## config.mk

```make
export PLATFORM = sky130hd
export DESIGN_NAME = assembly_line_tokenizer
export DESIGN_NICKNAME = d
export VERILOG_FILES = /design/src/hw/rtl/alt_pkg.sv /design/src/hw/rtl/assembly_line_tokenizer.sv
export SDC_FILE = /design/constraint.sdc
export NUM_CORES = 1
export LEC_CHECK = 0
export ABC_CLOCK_PERIOD_IN_PS = 13000
export CAP_MARGIN = 15
export CORE_ASPECT_RATIO = 1.5
export CORE_MARGIN = 2
export CORE_UTILIZATION = 38
export DETAILED_ROUTE_END_ITERATION = 8
export DONT_BUFFER_PORTS = 1
export PLACE_DENSITY = 0.54
export RECOVER_POWER = 25
export SLEW_MARGIN = 20
export SYNTH_ARGS = -nofsm -noshare
export SYNTH_HDL_FRONTEND = slang
export SYNTH_SLANG_ARGS = --single-unit
```

## constraint.sdc

```tcl
create_clock -name i_clk -period 13 [get_ports i_clk]
set_input_delay 1.95 -clock i_clk [delete_from_list [all_inputs] [get_ports i_clk]]
set_output_delay 1.95 -clock i_clk [all_outputs]
set_load 0.1 [all_outputs]
```

## src/hw/rtl/alt_pkg.sv

```systemverilog
// Package for the assembly line tokenizer: request and token structs, token codes,
// character constants and the mnemonic and register keyword tables.
// No dependencies.
package alt_pkg;

    localparam int LINE_COLUMNS_DEF = 256;
    localparam int TOKEN_CHARS_DEF  = 63;

    localparam int NUM_MNEM = 35;
    localparam int NUM_REG  = 16;
    localparam int KW_CHARS = 5;

    localparam logic [30:0] VALUE_MAX = 31'h7FFF_FFFF;

    localparam logic [1:0] KIND_CHAR = 2'd0;
    localparam logic [1:0] KIND_EOL  = 2'd1;
    localparam logic [1:0] KIND_EOI  = 2'd2;
    localparam logic [1:0] KIND_NONE = 2'd3;

    localparam logic [1:0] RADIX_DEC = 2'd0;
    localparam logic [1:0] RADIX_HEX = 2'd1;
    localparam logic [1:0] RADIX_BIN = 2'd2;

    localparam logic [3:0] TT_SYMBOL    = 4'd0;
    localparam logic [3:0] TT_NUMBER    = 4'd1;
    localparam logic [3:0] TT_LABEL     = 4'd2;
    localparam logic [3:0] TT_STRING    = 4'd3;
    localparam logic [3:0] TT_MNEMONIC  = 4'd4;
    localparam logic [3:0] TT_REGISTER  = 4'd5;
    localparam logic [3:0] TT_DIRECTIVE = 4'd6;
    localparam logic [3:0] TT_END       = 4'd7;
    localparam logic [3:0] TT_ERROR     = 4'd8;

    localparam logic [7:0] CH_SEMI   = 8'h3B;
    localparam logic [7:0] CH_HASH   = 8'h23;
    localparam logic [7:0] CH_DOLLAR = 8'h24;
    localparam logic [7:0] CH_PCT    = 8'h25;
    localparam logic [7:0] CH_QUOTE  = 8'h22;
    localparam logic [7:0] CH_DOT    = 8'h2E;
    localparam logic [7:0] CH_UNDER  = 8'h5F;

    typedef struct packed {
        logic [1:0] kind;
        logic [7:0] character;
    } t_item;

    typedef struct packed {
        logic [3:0]  token_type;
        logic [7:0]  symbol_char;
        logic [30:0] number_value;
        logic [5:0]  keyword_index;
        logic [7:0]  start_column;
        logic [5:0]  token_length;
        logic        last;
    } t_token;

    typedef enum logic [7:0] {
        M_IDLE      = 8'b0000_0001,
        M_COMMENT   = 8'b0000_0010,
        M_HASH      = 8'b0000_0100,
        M_NUMBER    = 8'b0000_1000,
        M_STRING    = 8'b0001_0000,
        M_IDENT     = 8'b0010_0000,
        M_DIRECTIVE = 8'b0100_0000,
        M_HLABEL    = 8'b1000_0000
    } t_mode;

    // Keywords are left-justified in five bytes, padded with zero bytes.
    localparam logic [39:0] MNEM_TAB [NUM_MNEM] = '{
        {"mov", 16'h0}, {"push", 8'h0}, {"pop", 16'h0}, {"inb", 16'h0},
        {"outb", 8'h0}, {"add", 16'h0}, {"sub", 16'h0}, {"cmp", 16'h0},
        {"inc", 16'h0}, {"dec", 16'h0}, {"mul", 16'h0}, {"div", 16'h0},
        {"and", 16'h0}, {"or", 24'h0},  {"xor", 16'h0}, {"not", 16'h0},
        {"shl", 16'h0}, {"shr", 16'h0}, {"jmp", 16'h0}, {"jz", 24'h0},
        {"jnz", 16'h0}, {"jc", 24'h0},  {"jnc", 16'h0}, {"jo", 24'h0},
        {"jno", 16'h0}, {"jn", 24'h0},  {"jnn", 16'h0}, {"call", 8'h0},
        {"ret", 16'h0}, {"hlt", 16'h0}, {"nop", 16'h0}, {"cli", 16'h0},
        {"sti", 16'h0}, {"int", 16'h0}, {"iret", 8'h0}
    };

    localparam logic [2:0] MNEM_LEN [NUM_MNEM] = '{
        3'd3, 3'd4, 3'd3, 3'd3, 3'd4, 3'd3, 3'd3, 3'd3, 3'd3, 3'd3,
        3'd3, 3'd3, 3'd3, 3'd2, 3'd3, 3'd3, 3'd3, 3'd3, 3'd3, 3'd2,
        3'd3, 3'd2, 3'd3, 3'd2, 3'd3, 3'd2, 3'd3, 3'd4, 3'd3, 3'd3,
        3'd3, 3'd3, 3'd3, 3'd3, 3'd4
    };

    localparam logic [39:0] REG_TAB [NUM_REG] = '{
        {"r0", 24'h0}, {"r1", 24'h0}, {"r2", 24'h0}, {"r3", 24'h0},
        {"r4", 24'h0}, {"r5", 24'h0}, {"r6", 24'h0}, {"r7", 24'h0},
        {"r8", 24'h0}, {"r9", 24'h0}, {"r10", 16'h0}, {"pc", 24'h0},
        {"sp", 24'h0}, {"bp", 24'h0}, {"h", 32'h0},  {"l", 32'h0}
    };

    localparam logic [2:0] REG_LEN [NUM_REG] = '{
        3'd2, 3'd2, 3'd2, 3'd2, 3'd2, 3'd2, 3'd2, 3'd2,
        3'd2, 3'd2, 3'd3, 3'd2, 3'd2, 3'd2, 3'd1, 3'd1
    };

endpackage

```

## src/hw/rtl/assembly_line_tokenizer.sv

```systemverilog
// Assembly line tokenizer top level: character state, keyword masks, number
// accumulator and a four-entry token queue. Depends on alt_pkg.
//
// Usage: one request per cycle enters on the item channel (i_item_valid,
// o_item_stall, i_item). A request is a source character, an end of line or
// an end of input. Tokens leave on the token channel (o_token_valid,
// i_token_stall, o_token), one per accepted cycle, with last set on the final
// token that a request causes.
// The tokens of a request are written to the queue at the edge that accepts it
// and appear on o_token once the tokens ahead of them have left the queue.
// Throughput: one request per cycle while o_item_stall is low. A request makes
// zero, one or two tokens; the queue holds four and the item channel stalls
// while more than two are waiting, so a run of two-token requests is limited by
// the one-token-per-cycle output port.
// When the receiver stalls, the head token holds and the queue fills; input
// stalls once fewer than two free entries remain.
// Reset clears the scanner state to idle at column zero and empties the queue.
// An end-of-input request also returns the scanner state to its reset values.
module assembly_line_tokenizer
    import alt_pkg::*;
#(
    parameter int LINE_COLUMNS = LINE_COLUMNS_DEF,
    parameter int TOKEN_CHARS  = TOKEN_CHARS_DEF
) (
    input  logic   i_clk,
    input  logic   i_rst_n,
    input  logic   i_item_valid,
    output logic   o_item_stall,
    input  t_item  i_item,
    output logic   o_token_valid,
    input  logic   i_token_stall,
    output t_token o_token
);

    localparam int CW = $clog2(LINE_COLUMNS);
    localparam int LW = $clog2(TOKEN_CHARS + 1);
    localparam logic [CW-1:0] COL_MAX = CW'(LINE_COLUMNS - 1);
    localparam logic [LW-1:0] LEN_MAX = LW'(TOKEN_CHARS);

    // Scanner state.
    t_mode            r_mode, n_mode;
    logic [CW-1:0]    r_col, n_col;
    logic [CW-1:0]    r_start, n_start;
    logic [LW-1:0]    r_len, n_len;
    logic [30:0]      r_accum, n_accum;
    logic [1:0]       r_radix, n_radix;
    logic             r_frozen, n_frozen;
    logic [NUM_MNEM-1:0] r_mnem, n_mnem;
    logic [NUM_REG-1:0]  r_reg, n_reg;

    // Token queue.
    t_token           r_fifo [4];
    logic [1:0]       r_wr_ptr, r_rd_ptr;
    logic [2:0]       r_count;

    logic [7:0]  c;
    logic        accept, pop;
    logic        is_digit, is_alpha, is_hex, is_space, is_word, is_sym;
    logic [CW-1:0] col_next;
    logic [LW-1:0] len_next;

    t_token      flush_tok;
    logic        flush_has;
    logic        found;

    logic [NUM_MNEM-1:0] feed_mnem, first_mnem;
    logic [NUM_REG-1:0]  feed_reg, first_reg;
    logic [2:0]  pos;

    logic [4:0]  dig;
    logic [4:0]  base;
    logic [35:0] prod;
    logic [30:0] dig_accum;
    logic        dig_frozen;

    t_token      res [2];
    logic [1:0]  cnt;
    logic        do_flush, do_start;

    function automatic t_token make_tok(logic [3:0] tt, logic [7:0] sym, logic [30:0] val,
                                        logic [5:0] kidx, logic [7:0] col, logic [5:0] len);
        t_token t;
        t.token_type    = tt;
        t.symbol_char   = sym;
        t.number_value  = val;
        t.keyword_index = kidx;
        t.start_column  = col;
        t.token_length  = len;
        t.last          = 1'b0;
        return t;
    endfunction

    assign c        = i_item.character;
    assign accept   = i_item_valid && !o_item_stall;
    assign pop      = o_token_valid && !i_token_stall;
    assign o_item_stall  = (r_count > 3'd2);
    assign o_token_valid = (r_count != 3'd0);
    assign o_token       = r_fifo[r_rd_ptr];

    assign is_digit = (c >= "0") && (c <= "9");
    assign is_alpha = ((c >= "a") && (c <= "z")) || ((c >= "A") && (c <= "Z"));
    assign is_hex   = is_digit || ((c >= "a") && (c <= "f")) || ((c >= "A") && (c <= "F"));
    assign is_space = (c == " ") || ((c >= 8'd9) && (c <= 8'd13));
    assign is_word  = is_alpha || is_digit || (c == CH_UNDER);
    assign is_sym   = (c == ",") || (c == ":") || (c == "(") || (c == ")") || (c == "[") ||
                      (c == "]") || (c == "+") || (c == "-") || (c == "=");

    assign col_next = (r_col < COL_MAX) ? r_col + CW'(1) : COL_MAX;
    assign len_next = (r_len < LEN_MAX) ? r_len + LW'(1) : LEN_MAX;

    // Per-position keyword masks: a keyword stays alive while each character matches.
    always_comb begin
        pos = r_len[2:0];
        for (int k = 0; k < NUM_MNEM; k++) begin
            feed_mnem[k]  = r_mnem[k] && (r_len < LW'(KW_CHARS)) &&
                            (MNEM_TAB[k][39 - 8*pos -: 8] == c);
            first_mnem[k] = (MNEM_TAB[k][39:32] == c);
        end
        for (int k = 0; k < NUM_REG; k++) begin
            feed_reg[k]  = r_reg[k] && (r_len < LW'(KW_CHARS)) &&
                           (REG_TAB[k][39 - 8*pos -: 8] == c);
            first_reg[k] = (REG_TAB[k][39:32] == c);
        end
    end

    // Digit accumulation; multiplying by 2, 10 or 16 is a shift and add.
    always_comb begin
        dig  = is_digit ? 5'(c - "0") : 5'((c | 8'h20) - "a" + 8'd10);
        base = (r_radix == RADIX_HEX) ? 5'd16 : ((r_radix == RADIX_BIN) ? 5'd2 : 5'd10);
        unique case (r_radix)
            RADIX_HEX: prod = {r_accum, 4'b0} + 36'(dig);
            RADIX_BIN: prod = {4'b0, r_accum, 1'b0} + 36'(dig);
            default:   prod = {2'b0, r_accum, 3'b0} + {4'b0, r_accum, 1'b0} + 36'(dig);
        endcase
        dig_accum  = r_accum;
        dig_frozen = r_frozen;
        if (!r_frozen) begin
            if (dig >= base) begin
                dig_frozen = 1'b1;
            end else begin
                dig_accum = (prod > 36'(VALUE_MAX)) ? VALUE_MAX : prod[30:0];
            end
        end
    end

    // The token that closes the pending one, built from the current state only.
    always_comb begin
        flush_tok = make_tok(TT_LABEL, 8'd0, 31'd0, 6'd0, 8'(r_start), 6'(r_len));
        flush_has = 1'b1;
        found     = 1'b0;
        unique case (r_mode)
            M_HASH:      flush_tok = make_tok(TT_ERROR, 8'd0, 31'd0, 6'd0, 8'(r_start), 6'd0);
            M_NUMBER:    flush_tok = make_tok(TT_NUMBER, 8'd0, r_accum, 6'd0, 8'(r_start), 6'd0);
            M_STRING:    flush_tok.token_type = TT_STRING;
            M_DIRECTIVE: flush_tok.token_type = TT_DIRECTIVE;
            M_HLABEL:    flush_tok.token_type = TT_LABEL;
            M_IDENT: begin
                for (int k = 0; k < NUM_MNEM; k++) begin
                    if (!found && r_mnem[k] && (r_len == LW'(MNEM_LEN[k]))) begin
                        found = 1'b1;
                        flush_tok.token_type    = TT_MNEMONIC;
                        flush_tok.keyword_index = 6'(k);
                    end
                end
                for (int k = 0; k < NUM_REG; k++) begin
                    if (!found && r_reg[k] && (r_len == LW'(REG_LEN[k]))) begin
                        found = 1'b1;
                        flush_tok.token_type    = TT_REGISTER;
                        flush_tok.keyword_index = 6'(k);
                    end
                end
            end
            default:     flush_has = 1'b0;
        endcase
    end

    always_comb begin
        n_mode   = r_mode;
        n_col    = r_col;
        n_start  = r_start;
        n_len    = r_len;
        n_accum  = r_accum;
        n_radix  = r_radix;
        n_frozen = r_frozen;
        n_mnem   = r_mnem;
        n_reg    = r_reg;
        res[0]   = '0;
        res[1]   = '0;
        cnt      = 2'd0;
        do_flush = 1'b0;
        do_start = 1'b0;

        if (accept && (i_item.kind == KIND_CHAR)) begin
            unique case (r_mode)
                M_COMMENT: ;
                M_STRING: begin
                    if (c == CH_QUOTE) do_flush = 1'b1;
                    else n_len = len_next;
                end
                M_NUMBER: begin
                    if (is_hex) begin
                        n_accum  = dig_accum;
                        n_frozen = dig_frozen;
                    end else begin
                        do_flush = 1'b1;
                        do_start = 1'b1;
                    end
                end
                M_IDENT: begin
                    if (is_word || (c == CH_DOT)) begin
                        n_mnem = feed_mnem;
                        n_reg  = feed_reg;
                        n_len  = len_next;
                    end else begin
                        do_flush = 1'b1;
                        do_start = 1'b1;
                    end
                end
                M_DIRECTIVE: begin
                    if (is_word || (c == CH_DOT)) n_len = len_next;
                    else begin
                        do_flush = 1'b1;
                        do_start = 1'b1;
                    end
                end
                M_HLABEL: begin
                    if (is_word) n_len = len_next;
                    else begin
                        do_flush = 1'b1;
                        do_start = 1'b1;
                    end
                end
                M_HASH: begin
                    if ((c == CH_DOLLAR) || (c == CH_PCT)) begin
                        n_mode   = M_NUMBER;
                        n_radix  = (c == CH_DOLLAR) ? RADIX_HEX : RADIX_BIN;
                        n_accum  = 31'd0;
                        n_frozen = 1'b0;
                        n_start  = col_next;
                    end else if (is_digit) begin
                        n_mode   = M_NUMBER;
                        n_radix  = RADIX_DEC;
                        n_accum  = 31'(c - "0");
                        n_frozen = 1'b0;
                        n_start  = r_col;
                    end else if (is_alpha) begin
                        n_mode  = M_HLABEL;
                        n_len   = LW'(1);
                        n_start = r_col;
                    end else begin
                        do_flush = 1'b1;
                        do_start = 1'b1;
                    end
                end
                default: do_start = 1'b1;
            endcase
            n_col = col_next;
        end else if (accept && ((i_item.kind == KIND_EOL) || (i_item.kind == KIND_EOI))) begin
            do_flush = 1'b1;
            n_col    = '0;
        end

        if (do_flush) begin
            n_mode = M_IDLE;
            if (flush_has) begin
                res[cnt[0]] = flush_tok;
                cnt = cnt + 2'd1;
            end
        end

        if (do_start) begin
            n_mode = M_IDLE;
            if (is_space) begin
                n_mode = M_IDLE;
            end else if (c == CH_SEMI) begin
                n_mode = M_COMMENT;
            end else if (is_sym || (c == CH_HASH) || (c == CH_DOLLAR) || (c == CH_PCT)) begin
                res[cnt[0]] = make_tok(TT_SYMBOL, c, 31'd0, 6'd0, 8'(r_col), 6'd0);
                cnt = cnt + 2'd1;
                if (c == CH_HASH) begin
                    n_mode  = M_HASH;
                    n_start = r_col;
                end else if ((c == CH_DOLLAR) || (c == CH_PCT)) begin
                    n_mode   = M_NUMBER;
                    n_radix  = (c == CH_DOLLAR) ? RADIX_HEX : RADIX_BIN;
                    n_accum  = 31'd0;
                    n_frozen = 1'b0;
                    n_start  = col_next;
                end
            end else if (is_digit) begin
                n_mode   = M_NUMBER;
                n_radix  = RADIX_DEC;
                n_accum  = 31'(c - "0");
                n_frozen = 1'b0;
                n_start  = r_col;
            end else if (c == CH_QUOTE) begin
                n_mode  = M_STRING;
                n_len   = '0;
                n_start = col_next;
            end else if (is_alpha) begin
                n_mode  = M_IDENT;
                n_mnem  = first_mnem;
                n_reg   = first_reg;
                n_len   = LW'(1);
                n_start = r_col;
            end else if (c == CH_DOT) begin
                n_mode  = M_DIRECTIVE;
                n_len   = LW'(1);
                n_start = r_col;
            end
        end

        // End of input closes the line, adds the end token and restores reset state.
        if (accept && (i_item.kind == KIND_EOI)) begin
            res[cnt[0]] = make_tok(TT_END, 8'd0, 31'd0, 6'd0, 8'd0, 6'd0);
            cnt      = cnt + 2'd1;
            n_mode   = M_IDLE;
            n_start  = '0;
            n_len    = '0;
            n_accum  = '0;
            n_radix  = RADIX_DEC;
            n_frozen = 1'b0;
            n_mnem   = '1;
            n_reg    = '1;
        end

        if (cnt != 2'd0) begin
            res[1'(cnt - 2'd1)].last = 1'b1;
        end
    end

    always_ff @(posedge i_clk) begin
        if (!i_rst_n) begin
            r_mode   <= M_IDLE;
            r_col    <= '0;
            r_start  <= '0;
            r_len    <= '0;
            r_accum  <= '0;
            r_radix  <= RADIX_DEC;
            r_frozen <= 1'b0;
            r_mnem   <= '1;
            r_reg    <= '1;
            r_wr_ptr <= '0;
            r_rd_ptr <= '0;
            r_count  <= '0;
        end else begin
            r_mode   <= n_mode;
            r_col    <= n_col;
            r_start  <= n_start;
            r_len    <= n_len;
            r_accum  <= n_accum;
            r_radix  <= n_radix;
            r_frozen <= n_frozen;
            r_mnem   <= n_mnem;
            r_reg    <= n_reg;
            r_wr_ptr <= r_wr_ptr + cnt;
            r_rd_ptr <= r_rd_ptr + 2'(pop);
            r_count  <= r_count + 3'(cnt) - 3'(pop);
        end
    end

    always_ff @(posedge i_clk) begin
        if (cnt != 2'd0) begin
            r_fifo[r_wr_ptr] <= res[0];
        end
        if (cnt == 2'd2) begin
            r_fifo[r_wr_ptr + 2'd1] <= res[1];
        end
    end

    a_count_bound: assert property (@(posedge i_clk) disable iff (!i_rst_n)
        r_count <= 3'd4)
        else $error("token queue count out of range");

    a_eoi_resets: assert property (@(posedge i_clk) disable iff (!i_rst_n)
        accept && (i_item.kind == KIND_EOI) |=> (r_mode == M_IDLE) && (r_col == '0))
        else $error("end of input did not return scanner to idle");

    a_eoi_token: assert property (@(posedge i_clk) disable iff (!i_rst_n)
        accept && (i_item.kind == KIND_EOI) |=> r_count != 3'd0)
        else $error("end of input produced no token");

    a_none_kind: assert property (@(posedge i_clk) disable iff (!i_rst_n)
        accept && (i_item.kind == KIND_NONE) && !pop |=> $stable(r_count))
        else $error("unused request kind changed the queue");

endmodule
```

==> implementation parameters <==
Parameter                              Value

Synth
  Post-synth design cell area ... 24,500 sq um
  Area fraction in and, or, nand and nor cells after synthesis ... 0.201
  Adder-cell share of the synthesized area ... 0.0526
  Ys flop type ... sky130_fd_sc_hd__edfxtp_1
  Top-area cell type share of the netlist area ... 0.314
  Mux contribution to synthesized area ... 0.0635
  Post-synthesis async set-or-reset flop share ... 0
  Post-synthesis xor/xnor area fraction ... 0.0436
  Number of instances in the synthesized netlist ... 2,569
  Most numerous cell types in the synthesized netlist ... sky130_fd_sc_hd__edfxtp_1, sky130_fd_sc_hd__o21ai_0, sky130_fd_sc_hd__nor2_1
  Synthesized-area fraction occupied by ao, oa, aoi and oai cells ... 0.186
  Number of synthesized flops with an enable pin ... 256
  Ranking of synthesized cells by area ... sky130_fd_sc_hd__edfxtp_1, sky130_fd_sc_hd__dfxtp_1, sky130_fd_sc_hd__mux4_2
  Largest family of logic cells by synthesized area ... simple AND/OR/NAND/NOR gates
  Count of distinct cell types in the synthesized netlist ... 95
  Mean post-synth cell area ... 9.54 sq um
  Register area share after synthesis ... 0.413
  Most frequently used cell type in the post-synthesis netlist ... sky130_fd_sc_hd__edfxtp_1
  Post-synth top area cell ... sky130_fd_sc_hd__edfxtp_1
  Flops & latches, synth ... 378
  YS warnings ... 0

Drt
  Total via count in the routed design ... 20,400
  Pre-Repair DR Iteration Count ... 6
  Via/cell ratio ... 6.16
  Wirelength per Cell ... 24.9 um
  WL met1 ... 30,900 um
  Top Metal Used ... met4
  Remaining routing DRC violations ... 0
  Number of antenna-violating nets in the routed design ... 0
  Metal2 WL ... 43,600 um
  Routed wire length on met3 ... 3870 um
  Total wire length ... 82,700 um
  Detailed router's first-iteration violation count ... 1,574

Place
  Placed insts ... 3,240
  Half-perimeter wire length after detailed placement ... 58,600 um
  IO buf count ... 0
  Final weighted congestion of routability-driven global placement ... 0.948

Die
  Top Ports ... 80
  Area of the core region ... 64,200 sq um
  Floorplan die width ... 211 um
  Initial standard-cell utilization of the core ... 0.382
  Number of rows created at floorplan ... 114
  Total Die Area ... 66,600 sq um
  Die span in y ... 315 um

Outcome
  Violated checks ... max-capacitance violations, max-slew violations
  Outcome ... finished with violations

Clocking
  Post-CTS Setup Inserts ... 0
  Hold buffer count at cts ... 0
  CTS tree ... built
  Maximum buffer depth of the clock tree ... 3
  Clock latency of the later-clocked register in the worst-skew pair ... 0.60 ns
  TritonCTS buffer count ... 42
  Cells resized by post-CTS repair ... 0
  CTS root buffer ... sky130_fd_sc_hd__clkbuf_16
  H-tree depth ... 2
  Clock transition at path regs ... 0.06 ns
  TritonCTS sink count ... 378

Cells and area
  Top flop regs ... r_fifo: 256 flops, r_mnem: 35 flops, r_accum: 31 flops
  Area taken by flip-flops and latches ... 10,100 sq um
  Final-stage net count ... 2,587
  Area taken by multi-input logic gates ... 13,400 sq um
  Max reg flops ... 256
  Number of antenna repair diodes ... 0
  Final cell count without fillers ... 3,318
  Fraction of final layout cells with drive strength greater than 1 ... 0.0866
  Fillers ... 6,290
  Area growth from synthesis to layout ... 8.40%
  Register with the most flip-flops ... r_fifo

STA
  Setup repair after global routing missed its margin ... false
  FMAX ... 0.103 GHz
  Maximum clock skew at final layout ... 0.0385 ns
  Share of the cycle needed by the critical path after routing ... 0.750
  Slew at the pin with the worst max-slew slack ... 4.54 ns
  Final Setup Violations ... 0
  Final count of hold timing violations ... 0
  Final total negative setup slack ... 0 ns
  Worst rel slew slack ... -2.03
  Final-report max-slew violation count ... 126
  Final critical-path required period ... 9.75 ns

Run
  Max-capacitance violation count ... 3

Power
  Static leakage ... 9.52 nW
  Areal power density over the cells ... 136 nW/um^2
  Worst VDD drop ... 0.000101 V

Critical path
  Critical Path Sink Type ... register
  Maximum fanout encountered on the critical timing path ... 56
  Data arrival time of the worst path ... 9.94 ns
  CP Data Required Time ... 13.19 ns
  Classification of the worst setup path ... in2reg
  Critical Path Start Type ... input pin

GRT
  Total global routing track utilization ... 0.248
  Remaining global-route overflow ... 0
  First-pass GRT wire length ... 126,000 um
  Initial antenna violation count ... 0
  Via count of the first global-routing pass ... 20,200
  Maximum number of pins on one net before global-route repair ... 66

Worst hold path
  Worst min path class ... reg2reg
## kinds of logic (layout without fill, tap and decap cells)
group / after synthesis / after routing
AO/OA/AOI/OAI: 700 / 700
XOR/XNOR: 122 / 122
adder cells (fa/ha/maj): 100 / 100
buffers and inverters: 250 / 184
flip-flops: 378 / 378
multiplexers: 75 / 75
other: 1 / 4
AND/OR/NAND/NOR: 943 / 943
## metrics by stage
stage / hold slack (ns) / power [W] / cell area [sq um] / utilization / setup WS (ns)
after floorplan: 0.444 / 0.00226 / 24500 / - / 1.42
after global placement: 0.457 / 0.00240 / 25200 / 0.392 / 4.20
after detailed placement: 0.474 / 0.00240 / 25200 / 0.392 / 3.99
after CTS: 0.482 / 0.00366 / 26600 / 0.415 / 4.58
after global routing: 0.502 / 0.00374 / 26600 / 0.414 / 2.71
final: 0.483 / 0.00362 / 26600 / 0.414 / 3.25
## layout make-up
cell class | count | share of cell area
clock buffers | 51 | 0.0414
clock inverters | 26 | 0.0127
inverters | 64 | 0.00904
multi-input cells | 1944 | 0.505
flip-flops and latches | 378 | 0.382
well taps | 812 | 0.0382
repair buffers | 43 | 0.0121
## power breakdown
group | leakage, nW | internal, W | switching [W]
clock network | 0.707 | 0.000732 | 0.000524
registers | 3.36 | 0.00132 | 0.0000458
logic | 5.45 | 0.000199 | 0.000806
## worst paths after layout
kind                                start             to  slack [ns]  depth (start not counted)
worst max register to register  r_mode[5]  r_fifo[0][19]        5.21                         15
worst max-delay path            i_item[0]  r_fifo[0][19]        3.25                         16
worst min-delay path             r_frozen       r_frozen        0.48                          2
worst min register to register   r_frozen       r_frozen        0.48                          2
## critical path: stages
cell                      delay (ns)
sky130_fd_sc_hd__inv_1          0.47
sky130_fd_sc_hd__ha_1           0.32
sky130_fd_sc_hd__or4b_1         0.51
sky130_fd_sc_hd__a311o_1        0.40
sky130_fd_sc_hd__o21ai_0        0.20
sky130_fd_sc_hd__a21oi_1        0.35
sky130_fd_sc_hd__o32ai_1        0.90
sky130_fd_sc_hd__o21ai_0        0.78
sky130_fd_sc_hd__nor2_1         0.95
sky130_fd_sc_hd__o22ai_1        0.48
sky130_fd_sc_hd__ha_1           0.59
sky130_fd_sc_hd__inv_1          0.23
sky130_fd_sc_hd__nand2_1        0.20
sky130_fd_sc_hd__or3_1          0.49
sky130_fd_sc_hd__o31ai_4        0.20
sky130_fd_sc_hd__buf_4          0.79
## layer usage
layer / vias up / global-route usage
li1: 9399 / -
met1: 10100 / 0.278
met2: 729 / 0.461
met3: 200 / 0.0298
met4: 0 / 0.119
met5: - / 0
## cell usage in the layout, fill, tap and decap left out, types with 36 or more instances in the layout
master and instances:
sky130_fd_sc_hd__a21oi_1 143, sky130_fd_sc_hd__and2_1 171, sky130_fd_sc_hd__buf_4 36, sky130_fd_sc_hd__clkbuf_16 42, sky130_fd_sc_hd__dfxtp_1 120, sky130_fd_sc_hd__edfxtp_1 256
sky130_fd_sc_hd__ha_1 95, sky130_fd_sc_hd__inv_1 59, sky130_fd_sc_hd__mux4_2 64, sky130_fd_sc_hd__nand2_1 168, sky130_fd_sc_hd__nand3_1 107, sky130_fd_sc_hd__nor2_1 200
sky130_fd_sc_hd__nor3_1 80, sky130_fd_sc_hd__o21ai_0 230, sky130_fd_sc_hd__xnor2_1 73, sky130_fd_sc_hd__xor2_1 49
No activity file was read; power rests on OpenSTA's default activity.
